==> src/hw/rtl/cee_pkg.sv <==
// ----------------------------------------------------------------------------
// cee_pkg
// Shared types, character constants and helpers for the code point escape
// encoder.
// ----------------------------------------------------------------------------
package cee_pkg;

   localparam int CodePointWidth = 21;
   localparam int ByteWidth      = 8;
   localparam int CountWidth     = 4;
   localparam int UnitWidth      = 16;

   localparam logic CSR_ESCAPE_CONTROL   = 1'b0;
   localparam logic CSR_ESCAPE_NON_ASCII = 1'b1;

   localparam logic [7:0] CHAR_BSLASH = 8'h5C;
   localparam logic [7:0] CHAR_U      = 8'h75;
   localparam logic [7:0] CHAR_B      = 8'h62;
   localparam logic [7:0] CHAR_F      = 8'h66;
   localparam logic [7:0] CHAR_N      = 8'h6E;
   localparam logic [7:0] CHAR_R      = 8'h72;
   localparam logic [7:0] CHAR_T      = 8'h74;
   localparam logic [7:0] CHAR_ZERO   = 8'h30;
   localparam logic [7:0] CHAR_A      = 8'h61;

   localparam logic [4:0] CTL_BS = 5'h08;
   localparam logic [4:0] CTL_HT = 5'h09;
   localparam logic [4:0] CTL_LF = 5'h0A;
   localparam logic [4:0] CTL_FF = 5'h0C;
   localparam logic [4:0] CTL_CR = 5'h0D;

   localparam logic [CountWidth-1:0] LEN_UESC   = 4'd6;
   localparam logic [CountWidth-1:0] LEN_UPAIR  = 4'd12;
   localparam logic [CountWidth-1:0] UESC_SPLIT = 4'd6;

   localparam logic [UnitWidth-1:0] HI_SURR_BASE = 16'hD800;
   localparam logic [5:0]           LO_SURR_TAG  = 6'b110111;

   typedef enum logic {
      DESC_BYTES,
      DESC_UESC
   } desc_mode_type;

   // DESC_BYTES: up to four bytes, first byte in the top lane.
   // DESC_UESC: first unit in the top half, second unit in the bottom half.
   typedef struct packed {
      desc_mode_type         mode;
      logic [CountWidth-1:0] count;
      logic [31:0]           data;
   } desc_type;

   typedef struct packed {
      logic escape_control;
      logic escape_non_ascii;
   } cfg_type;

   function automatic logic [7:0] hex_char(input logic [3:0] nib);
      logic [7:0] ch;
      if (nib < 4'd10) begin
         ch = CHAR_ZERO + {4'b0, nib};
      end else begin
         ch = CHAR_A + {4'b0, nib - 4'd10};
      end
      return ch;
   endfunction

endpackage

==> src/hw/rtl/cee_front.sv <==
// ----------------------------------------------------------------------------
// cee_front
// Classifies an incoming code point into an output descriptor: raw bytes
// (ASCII, short escapes, UTF-8) or one or two \u escape units.
// ----------------------------------------------------------------------------
module cee_front
   import cee_pkg::*;
(
   input  logic [CodePointWidth-1:0] code_point,
   input  cfg_type                   cfg,
   output desc_type                  desc
);

   logic        is_ascii;
   logic        is_ctl;
   logic        is_c1;
   logic        is_bmp;
   logic [7:0]  letter;
   logic [CodePointWidth-1:0] v;
   logic [UnitWidth-1:0] hi_unit;
   logic [UnitWidth-1:0] lo_unit;

   assign is_ascii = code_point < 21'h80;
   assign is_ctl   = (code_point <= 21'h1F) || (code_point == 21'h7F);
   assign is_c1    = code_point <= 21'h9F;
   assign is_bmp   = code_point < 21'h10000;
   assign v        = code_point - 21'h10000;
   assign hi_unit  = HI_SURR_BASE + {5'b0, v[20:10]};
   assign lo_unit  = {LO_SURR_TAG, v[9:0]};

   always_comb begin
      letter = 8'h00;
      if (code_point <= 21'h1F) begin
         unique case (code_point[4:0])
            CTL_BS:  letter = CHAR_B;
            CTL_FF:  letter = CHAR_F;
            CTL_LF:  letter = CHAR_N;
            CTL_CR:  letter = CHAR_R;
            CTL_HT:  letter = CHAR_T;
            default: letter = 8'h00;
         endcase
      end
   end

   always_comb begin
      desc.mode  = DESC_BYTES;
      desc.count = 4'd1;
      desc.data  = {code_point[7:0], 24'h0};
      if (is_ascii) begin
         if (is_ctl && cfg.escape_control) begin
            if (letter != 8'h00) begin
               desc.count = 4'd2;
               desc.data  = {CHAR_BSLASH, letter, 16'h0};
            end else begin
               desc.mode  = DESC_UESC;
               desc.count = LEN_UESC;
               desc.data  = {code_point[15:0], 16'h0};
            end
         end
      end else if (is_c1 && cfg.escape_control) begin
         desc.mode  = DESC_UESC;
         desc.count = LEN_UESC;
         desc.data  = {code_point[15:0], 16'h0};
      end else if (cfg.escape_non_ascii) begin
         desc.mode = DESC_UESC;
         if (is_bmp) begin
            desc.count = LEN_UESC;
            desc.data  = {code_point[15:0], 16'h0};
         end else begin
            desc.count = LEN_UPAIR;
            desc.data  = {hi_unit, lo_unit};
         end
      end else if (code_point < 21'h800) begin
         desc.count = 4'd2;
         desc.data  = {3'b110, code_point[10:6], 2'b10, code_point[5:0], 16'h0};
      end else if (is_bmp) begin
         desc.count = 4'd3;
         desc.data  = {4'b1110, code_point[15:12], 2'b10, code_point[11:6],
                       2'b10, code_point[5:0], 8'h0};
      end else begin
         desc.count = 4'd4;
         desc.data  = {5'b11110, code_point[20:18], 2'b10, code_point[17:12],
                       2'b10, code_point[11:6], 2'b10, code_point[5:0]};
      end
   end

endmodule

==> src/hw/rtl/cee_queue.sv <==
// ----------------------------------------------------------------------------
// cee_queue
// Small descriptor FIFO between the classifier and the byte emitter.
// ----------------------------------------------------------------------------
module cee_queue
   import cee_pkg::*;
#(
   parameter int DEPTH = 2
) (
   input  logic     clock,
   input  logic     reset,
   input  logic     push,
   input  desc_type push_data,
   input  logic     pop,
   output desc_type head,
   output logic     full,
   output logic     not_empty
);

   localparam int PtrW = (DEPTH > 1) ? $clog2(DEPTH) : 1;
   localparam int CntW = $clog2(DEPTH + 1);

   desc_type            mem_ff [DEPTH];
   logic [PtrW-1:0]     wr_ptr_ff, wr_ptr_in;
   logic [PtrW-1:0]     rd_ptr_ff, rd_ptr_in;
   logic [CntW-1:0]     cnt_ff, cnt_in;

   assign full      = cnt_ff == CntW'(DEPTH);
   assign not_empty = cnt_ff != '0;
   assign head      = mem_ff[rd_ptr_ff];

   always_comb begin
      wr_ptr_in = wr_ptr_ff;
      rd_ptr_in = rd_ptr_ff;
      cnt_in    = cnt_ff;
      if (push) begin
         wr_ptr_in = (wr_ptr_ff == PtrW'(DEPTH - 1)) ? '0 : wr_ptr_ff + 1'b1;
      end
      if (pop) begin
         rd_ptr_in = (rd_ptr_ff == PtrW'(DEPTH - 1)) ? '0 : rd_ptr_ff + 1'b1;
      end
      if (push && !pop) begin
         cnt_in = cnt_ff + 1'b1;
      end else if (pop && !push) begin
         cnt_in = cnt_ff - 1'b1;
      end
   end

   always_ff @(posedge clock) begin
      if (reset) begin
         wr_ptr_ff <= '0;
         rd_ptr_ff <= '0;
         cnt_ff    <= '0;
      end else begin
         wr_ptr_ff <= wr_ptr_in;
         rd_ptr_ff <= rd_ptr_in;
         cnt_ff    <= cnt_in;
      end
   end

   always_ff @(posedge clock) begin
      if (push) begin
         mem_ff[wr_ptr_ff] <= push_data;
      end
   end

   a_no_overflow: assert property (@(posedge clock) disable iff (reset)
      !(push && full))
      else $error("descriptor queue overflow");

   a_no_underflow: assert property (@(posedge clock) disable iff (reset)
      !(pop && !not_empty))
      else $error("descriptor queue underflow");

endmodule

==> src/hw/rtl/cee_back.sv <==
// ----------------------------------------------------------------------------
// cee_back
// Walks the head descriptor one byte per cycle, unless rsp_stall holds it,
// into the output register and retires it as its last byte is loaded.
// ----------------------------------------------------------------------------
module cee_back
   import cee_pkg::*;
(
   input  logic       clock,
   input  logic       reset,
   input  desc_type   head,
   input  logic       head_valid,
   output logic       pop,
   output logic       rsp_valid,
   input  logic       rsp_stall,
   output logic [7:0] rsp_out_byte,
   output logic       rsp_last_byte
);

   logic [CountWidth-1:0] idx_ff, idx_in;
   logic                  valid_ff, valid_in;
   logic [7:0]            byte_ff, byte_in;
   logic                  last_ff, last_in;
   logic                  out_free;
   logic                  load;
   logic                  is_last;
   logic                  second_unit;
   logic [2:0]            pos;
   logic [UnitWidth-1:0]  unit;
   logic [7:0]            cur_byte;

   assign out_free    = !valid_ff || !rsp_stall;
   assign load        = out_free && head_valid;
   assign is_last     = idx_ff == head.count - 4'd1;
   assign pop         = load && is_last;
   assign second_unit = idx_ff >= UESC_SPLIT;
   assign pos         = second_unit ? 3'(idx_ff - UESC_SPLIT) : idx_ff[2:0];
   assign unit        = second_unit ? head.data[15:0] : head.data[31:16];

   always_comb begin
      cur_byte = 8'h00;
      if (head.mode == DESC_BYTES) begin
         case (idx_ff[1:0])
            2'd0:    cur_byte = head.data[31:24];
            2'd1:    cur_byte = head.data[23:16];
            2'd2:    cur_byte = head.data[15:8];
            default: cur_byte = head.data[7:0];
         endcase
      end else begin
         case (pos)
            3'd0:    cur_byte = CHAR_BSLASH;
            3'd1:    cur_byte = CHAR_U;
            3'd2:    cur_byte = hex_char(unit[15:12]);
            3'd3:    cur_byte = hex_char(unit[11:8]);
            3'd4:    cur_byte = hex_char(unit[7:4]);
            default: cur_byte = hex_char(unit[3:0]);
         endcase
      end
   end

   always_comb begin
      idx_in   = idx_ff;
      valid_in = valid_ff;
      byte_in  = byte_ff;
      last_in  = last_ff;
      if (load) begin
         idx_in   = is_last ? '0 : idx_ff + 4'd1;
         valid_in = 1'b1;
         byte_in  = cur_byte;
         last_in  = is_last;
      end else if (out_free) begin
         valid_in = 1'b0;
      end
   end

   always_ff @(posedge clock) begin
      if (reset) begin
         idx_ff   <= '0;
         valid_ff <= 1'b0;
      end else begin
         idx_ff   <= idx_in;
         valid_ff <= valid_in;
      end
   end

   always_ff @(posedge clock) begin
      byte_ff <= byte_in;
      last_ff <= last_in;
   end

   assign rsp_valid     = valid_ff;
   assign rsp_out_byte  = byte_ff;
   assign rsp_last_byte = last_ff;

   a_idx_in_range: assert property (@(posedge clock) disable iff (reset)
      head_valid |-> idx_ff < head.count)
      else $error("byte index beyond descriptor length");

   a_idx_restart: assert property (@(posedge clock) disable iff (reset)
      pop |=> idx_ff == '0)
      else $error("byte index not cleared after retire");

   a_last_on_pop: assert property (@(posedge clock) disable iff (reset)
      load |=> rsp_last_byte == $past(pop))
      else $error("last marker does not match descriptor retire");

endmodule

==> src/hw/rtl/codepoint_escape_encoder.sv <==
// ----------------------------------------------------------------------------
// codepoint_escape_encoder
// Renders one code point per transaction as JSON-style escaped text or UTF-8,
// one byte per result transaction with the final byte marked.
// ----------------------------------------------------------------------------
// The first byte passes through the descriptor queue and the output register
// before it is presented. Throughput: one byte per cycle while rsp_stall is
// low; an item is 1 to 12 bytes, so printable ASCII keeps one item per cycle.
// Requests are taken while the descriptor queue (QUEUE_DEPTH) has room.
// Reset clears both escape controls, the queue and the output valid flag.
// ----------------------------------------------------------------------------
module codepoint_escape_encoder
   import cee_pkg::*;
#(
   parameter int QUEUE_DEPTH = 2
) (
   input  logic                      clock,
   input  logic                      reset,
   input  logic                      req_valid,
   output logic                      req_stall,
   input  logic [CodePointWidth-1:0] req_code_point,
   output logic                      rsp_valid,
   input  logic                      rsp_stall,
   output logic [7:0]                rsp_out_byte,
   output logic                      rsp_last_byte,
   input  logic                      csr_wr_en,
   input  logic                      csr_index,
   input  logic                      csr_wdata
);

   cfg_type  cfg_ff, cfg_in;
   desc_type front_desc;
   desc_type head;
   logic     q_full;
   logic     q_not_empty;
   logic     push;
   logic     pop;

   always_comb begin
      cfg_in = cfg_ff;
      if (csr_wr_en) begin
         unique case (csr_index)
            CSR_ESCAPE_CONTROL:   cfg_in.escape_control   = csr_wdata;
            CSR_ESCAPE_NON_ASCII: cfg_in.escape_non_ascii = csr_wdata;
            default:              cfg_in = cfg_ff;
         endcase
      end
   end

   always_ff @(posedge clock) begin
      if (reset) begin
         cfg_ff <= '0;
      end else begin
         cfg_ff <= cfg_in;
      end
   end

   assign req_stall = q_full;
   assign push      = req_valid && !q_full;

   cee_front u_front (
      .code_point (req_code_point),
      .cfg        (cfg_ff),
      .desc       (front_desc)
   );

   cee_queue #(
      .DEPTH (QUEUE_DEPTH)
   ) u_queue (
      .clock     (clock),
      .reset     (reset),
      .push      (push),
      .push_data (front_desc),
      .pop       (pop),
      .head      (head),
      .full      (q_full),
      .not_empty (q_not_empty)
   );

   cee_back u_back (
      .clock         (clock),
      .reset         (reset),
      .head          (head),
      .head_valid    (q_not_empty),
      .pop           (pop),
      .rsp_valid     (rsp_valid),
      .rsp_stall     (rsp_stall),
      .rsp_out_byte  (rsp_out_byte),
      .rsp_last_byte (rsp_last_byte)
   );

endmodule
==> config.mk <==
export PLATFORM = sky130hd
export DESIGN_NAME = codepoint_escape_encoder
export DESIGN_NICKNAME = d
export VERILOG_FILES = /design/src/hw/rtl/cee_pkg.sv /design/src/hw/rtl/cee_front.sv /design/src/hw/rtl/cee_queue.sv /design/src/hw/rtl/cee_back.sv /design/src/hw/rtl/codepoint_escape_encoder.sv
export SDC_FILE = /design/constraint.sdc
export NUM_CORES = 1
export LEC_CHECK = 0
export BUFFER_PORTS_ARGS = -buffer_cell sky130_fd_sc_hd__buf_4
export CORE_UTILIZATION = 35
export CTS_CLUSTER_SIZE = 40
export DETAILED_ROUTE_END_ITERATION = 8
export HOLD_SLACK_MARGIN = 0.06
export PLACE_DENSITY_LB_ADDON = 0.08
export SYNTH_ARGS = -nofsm -noshare
export SYNTH_HDL_FRONTEND = slang
export SYNTH_SLANG_ARGS = --single-unit
==> constraint.sdc <==
create_clock -name clock -period 3.56 [get_ports clock]
set_input_delay 0.534 -clock clock [delete_from_list [all_inputs] [get_ports clock]]
set_output_delay 0.534 -clock clock [all_outputs]
set_load 0.01 [all_outputs]
==> results of run 1 <==
==> where the power goes <==
group          total [uW]  switching [uW]  internal, uW
clock                1050             424           623
sequential           1450            66.2          1380
combinational        1030             618           412
==> through the flow <==
stage / total power (uW) / util (%) / cells / hold WS (ps) / setup slack (ps)
floorplan: 2130 / - / 597 / 472 / 350
global placement: 2500 / 39.5 / 843 / 462 / 254
detailed placement: 2500 / 39.5 / 843 / 465 / 263
CTS: 3570 / 41.5 / 859 / 417 / 624
global route: 3720 / 41.5 / 859 / 447 / 385
finish: 3530 / 41.5 / 859 / 429 / 569
==> routing by layer <==
layer  share of wire [%]  global-route usage (%)  vias up
met1                  45                    26.6     2410
met4                 2.4                    8.27        0
met5                   0                       0        -
met3                 4.2                    2.89       25
met2                  49                    34.6      150
li1                    -                       -     2337
==> logic make-up after synthesis <==
family                   share of synthesized area [%]
XOR/XNOR                                          2.60
AO/OA/AOI/OAI                                     17.4
adder cells (fa/ha/maj)                           3.51
flip-flops                                        44.1
multiplexers                                      13.2
buffers and inverters                             4.11
AND/OR/NAND/NOR                                   15.1
==> worst max-delay path: stages <==
cell and delay [ps]:
buf_4 130, inv_1 150, ha_1 170, nor4b_1 500
nand4_1 300, o22a_1 310, nor2_1 570, o31a_1 260
o22ai_1 140
==> cells in the final DEF (no fill, tap or decap), types with 8 or more instances in the layout <==
cell	Yosys	layout
ha_1	17	17
a21oi_1	42	42
xor2_1	10	10
o22ai_1	14	14
inv_1	29	29
dfxtp_1	12	11
buf_4	4	56
mux4_2	13	13
nand3_1	14	14
mux2_2	20	20
nor3_1	13	13
xnor2_1	8	8
clkbuf_16	0	9
o21ai_0	28	28
nand2_1	56	56
mux2i_1	28	28
nor2_1	55	54
edfxtp_1	81	81
==> flip-flops by register name, indices dropped and copies added, names as in the netlist, named ones only <==
name and flops:
u_queue.mem_ff 72, u_back.rsp_out_byte 8, u_back.idx_ff 4, cfg_ff 2, u_queue.cnt_ff 2, u_back.rsp_last_byte 1, u_back.rsp_valid 1, u_queue.rd_ptr_ff 1
u_queue.wr_ptr_ff 1
==> final cells by class <==
cell class	instances	area, um2
Clock buffer	10	229
Multi-Input combinational cell	445	3150
Tap cell	220	275
Sequential cell	93	2670
Fill cell	1669	9810
Inverter	29	109
Timing Repair Buffer	56	420
Clock inverter	6	96.3
==> final timing paths <==
kind	from	end	slack [ps]	depth (start not counted)
hold reg to reg	u_back.rsp_valid$_SDFFE_PP0P_	u_back.rsp_valid$_SDFFE_PP0P_	470	2
setup / recovery	req_code_point[16]	u_queue.mem_ff[0][21]$_DFFE_PP_	570	9
setup reg to reg	u_back.idx_ff[0]$_SDFFE_PP0P_	u_back.rsp_out_byte[2]$_DFFE_PP_	620	12
hold / removal	csr_wdata	cfg_ff[1]$_SDFFE_PP0P_	430	3
==> flow_metrics.env, run 1 <==
export IMPL_period_needed_ps=2990
export IMPL_cts_hold_buffers_added=0
export IMPL_synth_seq_cells=93
export IMPL_synth_edff_count=81
export IMPL_final_area_um2=6950
export IMPL_post_dp_cell_area_um2=6630
export IMPL_overflow=0
export IMPL_nNetsFinal=679
export IMPL_peakVddDrop_mv=0.242
export IMPL_grt_pass1_vias=4806
export IMPL_worstMarginPinSlew_ps=1090
export IMPL_netlist_top_cells_area="edfxtp_1, mux4_2, mux2i_1"
export IMPL_wl_per_cell_um=20.5
export IMPL_via_count=4922
export IMPL_cts_resized=0
export IMPL_cts_post_setup_buffers_inserted=0
export IMPL_ys_warn_count=0
export IMPL_post_route_period_util_pct=84.0
export IMPL_clk_path_buf_depth=2
export IMPL_start_kind="primary input"
export IMPL_maxSlewViolCount=0
export IMPL_hold_viol_final=0
export IMPL_synth_top_area_cell="edfxtp_1"
export IMPL_synth_top_area_share_pct=40.1
export IMPL_hp_class="primary input to flop"
export IMPL_async_reset_ff_share_pct=0
export IMPL_path_clk_slew_ps=70
export IMPL_cts_inserted_buffers=9
export IMPL_p_per_area_nw_per_um2=507
export IMPL_drt_first_pass_iters=5
export IMPL_clock_sinks=93
export IMPL_maxCapViolations=0
export IMPL_drt_wl_total_um=17600
export IMPL_via_per_inst=5.73
export IMPL_yosys_top_cells_count="edfxtp_1, nand2_1, nor2_1"
export IMPL_critPathKind="primary input to flop"
export IMPL_endpoint_kind="flop"
export IMPL_cp_arrival_ps=3060
export IMPL_antenna_left=0
export IMPL_initial_core_util_pct=36.2
export IMPL_drt_drc_violations_left=0
export IMPL_fp_dieW_um=134
export IMPL_port_buffer_count=38
export IMPL_syn_area_per_cell_um2=10.2
export IMPL_ys_flop_type="edfxtp_1"
export IMPL_core_area_um2=16800
export IMPL_setup_viol=0
export IMPL_syn_nets=642
export IMPL_run_status="finished, final reports clean"
export IMPL_cts_htree_levels=3
export IMPL_rows=47
export IMPL_io_pins=39
export IMPL_drive_gt1_share_pct=19.2
export IMPL_yosysSeqAreaShare_pct=44.1
export IMPL_syn_inst=597
export IMPL_cp_max_fo=8
export IMPL_gp_congestion=0.927
export IMPL_skew_ps=8.28
export IMPL_finalSetupTns_ps=0
export IMPL_fmax_mhz=334
export IMPL_grt_pass1_wl_um=27500
export IMPL_die_y_um=134
export IMPL_first_iter_violations=340
export IMPL_slew_headroom_pct=26.8
export IMPL_antenna_found_initial=0
export IMPL_grt_max_degree=37
export IMPL_required_ps=3630
export IMPL_power_leakage_uw=0.00246
export IMPL_yosysUniqueCellTypes=69
export IMPL_synth_area_um2=6060
export IMPL_cts_tree="yes"
export IMPL_clock_latency_ps=350
export IMPL_area_growth_synth_to_final_pct=14.7
export IMPL_synth_most_common_cell="edfxtp_1"
export IMPL_antennaDiodeCount=0
export IMPL_track_usage_pct=20.6
export IMPL_cts_root_buf="clkbuf_16"
export IMPL_rsz0062_at_grt="no"
export IMPL_dp_hpwl_um=13300
export IMPL_die_area_um2=17900
Power figures use the tool's default switching activity.
==> run 2: changes to the inputs <==
- clock period: 3.56 -> 2.65 ns (I/O delays scaled with it)
==> flow_metrics.env, run 2 (synthesis results as in run 1) <==
export IMPL_antenna_left=0
export IMPL_final_cell_mix="buf_4, edfxtp_1, nand2_1"
export IMPL_nFillCells=1615
export IMPL_wl_per_cell_um=19.7
export IMPL_initial_core_util_pct=36.2
export IMPL_cp_arrival_ps=2730
export IMPL_clock_latency_ps=350
export IMPL_start_kind="flop"
export IMPL_fin_util_pct=45.1
export IMPL_p_per_area_nw_per_um2=630
export IMPL_skew_ps=8.66
export IMPL_maxSlewViolCount=0
export IMPL_power_leakage_uw=0.00280
export IMPL_worstMarginPinSlew_ps=831
export IMPL_cp_max_fo=7
export IMPL_largest_register_ffs=72
export IMPL_regArea_um2=2680
export IMPL_grt_pass1_vias=4924
export IMPL_slowest_delay_ps=370
export IMPL_hold_viol_final=0
export IMPL_final_common_cell="buf_4"
export IMPL_worstHoldPathCells=3
export IMPL_drive_gt1_share_pct=29.2
export IMPL_r2r_cells=13
export IMPL_first_iter_violations=352
export IMPL_cts_htree_levels=3
export IMPL_area_growth_synth_to_final_pct=24.7
export IMPL_whs_ps=296
export IMPL_p_switching_uw=1570
export IMPL_maxCapViolations=0
export IMPL_peakVddDrop_mv=0.375
export IMPL_period_needed_ps=2530
export IMPL_cp_slowest_cell="dfxtp_4"
export IMPL_setup_viol=0
export IMPL_path_clk_slew_ps=70
export IMPL_nNetsFinal=745
export IMPL_gp_congestion=0.916
export IMPL_drt_wl_total_um=18200
export IMPL_cts_hold_buffers_added=0
export IMPL_clk_path_buf_depth=2
export IMPL_hp_class="primary input to flop"
export IMPL_grt_pass1_wl_um=27700
export IMPL_cts_root_buf="clkbuf_16"
export IMPL_core_area_um2=16800
export IMPL_slew_headroom_pct=44.0
export IMPL_cp_common_cell="a21oi_1"
export IMPL_crit_buf_inv=4
export IMPL_die_y_um=134
export IMPL_die_area_um2=17900
export IMPL_cts_inserted_buffers=9
export IMPL_grt_max_degree=37
export IMPL_dp_hpwl_um=14200
export IMPL_p_seq_share_pct=41.1
export IMPL_run_status="finished, final reports clean"
export IMPL_cts_tree="yes"
export IMPL_drt_drc_violations_left=0
export IMPL_sw_frac_of_total_pct=33.0
export IMPL_overflow=0
export IMPL_critPathKind="flop to flop"
export IMPL_io_pins=39
export IMPL_fmax_mhz=395
export IMPL_rows=47
export IMPL_cp_cell_sequence="inv_6, ha_4, o21ai_4, nand2b_1, buf_6, buf_12, mux4_2, inv_2, ha_1, xor2_1, a21oi_1, o22ai_2, a21oi_1"
export IMPL_post_route_period_util_pct=95.6
export IMPL_regMostFlops="u_queue.mem_ff"
export IMPL_post_dp_cell_area_um2=7160
export IMPL_fp_dieW_um=134
export IMPL_via_per_inst=5.50
export IMPL_antenna_found_initial=0
export IMPL_combPwrFrac_pct=32.3
export IMPL_via_count=5085
export IMPL_endpoint_kind="flop"
export IMPL_crit_family="compound AO/OA/AOI/OAI gates"
export IMPL_antennaDiodeCount=0
export IMPL_rsz0062_at_grt="no"
export IMPL_multi_input_area_um2=3230
export IMPL_p_clk_share_pct=26.5
export IMPL_port_buffer_count=38
export IMPL_drt_first_pass_iters=5
export IMPL_clock_sinks=93
export IMPL_required_ps=2850
export IMPL_path_depth=13
export IMPL_track_usage_pct=20.8
export IMPL_final_area_um2=7560
export IMPL_p_int_uw=3190
-- run 2: cell types whose count changed in the layout (fill, tap and decap cells not counted), moves of 3 or more --
cell	before	now
buf_12	0	3
buf_4	56	117
ha_1	17	14
ha_4	0	3
inv_1	29	25
inv_2	0	3
inv_6	0	5
-- run 2: repair_timing --
item | in CTS | in global routing
pin swaps | 0 | 5
resized for setup | 2 | 13
setup buffers | 0 | 3
endpoints found under the hold margin | 0 | 0
endpoints found under the setup margin | 2 | 6
cloned | 0 | 1
-- run 2: worst paths after layout --
check / start / end / slack (ps)
max reg2reg: u_back.idx_ff[0]$_SDFFE_PP0P_ / u_back.rsp_out_byte[2]$_DFFE_PP_ / 120
min reg2reg: u_back.rsp_valid$_SDFFE_PP0P_ / u_back.rsp_valid$_SDFFE_PP0P_ / 480
max: u_back.idx_ff[0]$_SDFFE_PP0P_ / u_back.rsp_out_byte[2]$_DFFE_PP_ / 120
min: csr_wdata / cfg_ff[1]$_SDFFE_PP0P_ / 300
-- run 2: per-layer routing --
layer	vias up	GRT usage (%)	share of wire [%]
li1	2468	-	-
met1	2447	26.6	45
met2	137	35.3	48
met3	33	2.55	3.3
met4	0	8.65	3.2
met5	-	0	0
-- run 2: worst min-delay path: stages --
cell,delay (ps)
buf_4,80
mux2i_1,60
nor2_1,70
-- run 2: through the flow --
stage	TNS, ps	power, uW	setup WS (ps)	std cells
after floorplan	-115	2900	-115	597
after CTS	0	4770	1.24	921
after detailed placement	-1400	3490	-183	905
final	0	4760	116	925
after global routing	0	5020	6.24	925
after global placement	-401	3480	-67.1	905
-- run 2: power by group through the flow --
stage	clock [uW]	combinational (uW)	sequential, uW
final	1260	1540	1960
after floorplan	0	913	1990
after detailed placement	0	1510	1990
after global placement	0	1500	1980
after CTS	1300	1520	1960
after global routing	1350	1680	1980
-- run 2: area by class of cell --
| type | count | share of cell area [%] |
|---|---|---|
| multi-input combinational | 445 | 42.7 |
| clock inverter | 7 | 0.844 |
| tap | 220 | 3.64 |
| inverter | 29 | 1.51 |
| timing repair buffer | 122 | 12.9 |
| sequential | 93 | 35.4 |
| clock buffer | 9 | 2.98 |
==> run 3: changes to the inputs <==
- CAP_MARGIN: not set -> 20
- clock period: 2.65 -> 3 ns (I/O delays scaled with it)
==> flow_metrics.env, run 3 (synthesis results as in run 1) <==
export IMPL_p_clk_share_pct=27.2
export IMPL_final_common_cell="edfxtp_1"
export IMPL_maxSlewViolCount=0
export IMPL_drt_drc_violations_left=0
export IMPL_cts_post_setup_buffers_inserted=0
export IMPL_io_pins=39
export IMPL_worstMarginPinSlew_ps=672
export IMPL_p_total_uw=4050
export IMPL_die_area_um2=17900
export IMPL_regMostFlops="u_queue.mem_ff"
export IMPL_wl_per_cell_um=19.7
export IMPL_die_y_um=134
export IMPL_rows=47
export IMPL_antennaDiodeCount=0
export IMPL_cp_slowest_cell="mux2i_1"
export IMPL_nNetsFinal=694
export IMPL_clock_latency_ps=360
export IMPL_regToRegStartpoint="u_back.idx_ff[0]$_SDFFE_PP0P_"
export IMPL_crit_family="multiplexers"
export IMPL_p_seq_share_pct=42.4
export IMPL_antenna_found_initial=0
export IMPL_rsz0062_at_grt="no"
export IMPL_final_cell_mix="edfxtp_1, buf_4, nand2_1"
export IMPL_drt_first_pass_iters=5
export IMPL_peakVddDrop_mv=0.291
export IMPL_power_leakage_uw=0.00253
export IMPL_cts_htree_levels=3
export IMPL_r2r_cells=12
export IMPL_grt_pass1_vias=4774
export IMPL_fmax_mhz=363
export IMPL_core_area_um2=16800
export IMPL_combPwrFrac_pct=30.4
export IMPL_hp_class="primary input to flop"
export IMPL_cts_tree="yes"
export IMPL_drive_gt1_share_pct=21.3
export IMPL_p_int_uw=2730
export IMPL_run_status="finished, final reports clean"
export IMPL_setup_viol=0
export IMPL_start_kind="flop"
export IMPL_clk_path_buf_depth=2
export IMPL_finalSetupTns_ps=0
export IMPL_gp_congestion=0.889
export IMPL_post_route_period_util_pct=91.8
export IMPL_dp_hpwl_um=13300
export IMPL_overflow=0
export IMPL_grt_max_degree=46
export IMPL_cp_cell_sequence="inv_1, ha_1, o21ai_1, nand2b_1, buf_4, mux2i_1, ha_1, xnor2_1, nand2_1, mux2_2, o2111a_1, a21oi_1"
export IMPL_cp_arrival_ps=2960
export IMPL_p_switching_uw=1320
export IMPL_hold_viol_final=0
export IMPL_sw_frac_of_total_pct=32.6
export IMPL_skew_ps=10.2
export IMPL_grt_pass1_wl_um=26800
export IMPL_r2r_end="u_back.rsp_out_byte[2]$_DFFE_PP_"
export IMPL_cts_inserted_buffers=9
export IMPL_crit_buf_inv=2
export IMPL_via_count=4801
export IMPL_initial_core_util_pct=36.2
export IMPL_port_buffer_count=38
export IMPL_period_needed_ps=2750
export IMPL_maxCapViolations=0
export IMPL_worstHoldEndpoint="cfg_ff[0]$_SDFFE_PP0P_"
export IMPL_via_per_inst=5.49
export IMPL_reg2reg_slack_ps=250
export IMPL_fp_dieW_um=134
export IMPL_path_clk_slew_ps=70
export IMPL_hp_start="csr_wdata"
export IMPL_largest_register_ffs=72
export IMPL_area_growth_synth_to_final_pct=16.3
export IMPL_first_iter_violations=331
export IMPL_cp_max_fo=11
export IMPL_track_usage_pct=20.1
export IMPL_required_ps=3200
export IMPL_endpoint_kind="flop"
export IMPL_p_per_area_nw_per_um2=575
export IMPL_critPathKind="flop to flop"
export IMPL_drt_wl_total_um=17200
export IMPL_slew_headroom_pct=54.8
export IMPL_slowest_delay_ps=360
export IMPL_antenna_left=0
export IMPL_clock_sinks=93
export IMPL_cp_common_cell="ha_1"
export IMPL_worstHoldPathCells=3
export IMPL_cts_root_buf="clkbuf_16"
## run 3: layout make-up
| cell class | instances | area (um2) |
|---|---|---|
| Multi-Input combinational cell | 445 | 3150 |
| Fill cell | 1651 | 9710 |
| Clock buffer | 10 | 229 |
| Timing Repair Buffer | 71 | 558 |
| Clock inverter | 6 | 53.8 |
| Sequential cell | 93 | 2670 |
| Inverter | 29 | 109 |
| Tap cell | 220 | 275 |
## run 3: how the worst max path moves through the flow
stage,from,cells past startpoint,to
global route,u_back.idx_ff[0]$_SDFFE_PP0P_,12,u_back.rsp_out_byte[2]$_DFFE_PP_
global placement,req_code_point[17],7,u_queue.mem_ff[1][34]$_DFFE_PP_
floorplan,u_back.idx_ff[0]$_SDFFE_PP0P_,16,u_back.rsp_out_byte[2]$_DFFE_PP_
finish,u_back.idx_ff[0]$_SDFFE_PP0P_,12,u_back.rsp_out_byte[2]$_DFFE_PP_
CTS,u_back.idx_ff[0]$_SDFFE_PP0P_,12,u_back.rsp_out_byte[2]$_DFFE_PP_
detailed placement,req_code_point[16],10,u_queue.mem_ff[0][22]$_DFFE_PP_
## run 3: metrics by stage
| stage | area [um2] | hold WS, ps | setup slack, ps | util [%] | std cells |
|---|---|---|---|---|---|
| 6_report | 7050 | 361 | 245 | 42.1 | 874 |
| 5_1_grt | 7050 | 370 | 44.1 | 42.1 | 874 |
| 4_1_cts | 7050 | 355 | 250 | 42.0 | 874 |
| 3_5_place_dp | 6760 | 482 | 188 | 40.4 | 858 |
| 3_3_place_gp | 6760 | 466 | 203 | 40.4 | 858 |
| 2_1_floorplan | 6070 | 472 | 1.70 | - | 597 |
## run 3: power groups by stage
stage                     Clock, uW  Sequential (uW)  Combinational, uW
final                          1100             1720               1230
after global routing           1180             1740               1350
after CTS                      1140             1720               1240
after detailed placement          0             1750               1230
after global placement            0             1740               1220
after floorplan                   0             1750                780
## run 3: metal layers
metal / wire length (um) / GRT usage (%) / part of all wire (%)
met1: 7770 / 25.9 / 45
met3: 631 / 3.27 / 3.7
met4: 516 / 9.15 / 3.0
met2: 8270 / 33.0 / 48
met5: 0 / 0 / 0
## run 3: worst reg2reg max path, stage by stage (launching register included)
cell and delay, ps:
dfxtp_1 330, inv_1 60, ha_1 200, o21ai_1 220, nand2b_1 160, buf_4 220, mux2i_1 370, ha_1 240
xnor2_1 110, nand2_1 70, mux2_2 270, o2111a_1 230, a21oi_1 140
## run 3: timing repair
item | CTS | global route
resized for setup | 0 | 1
hold buffers | 0 | 0
endpoints found under the setup margin | 0 | 1
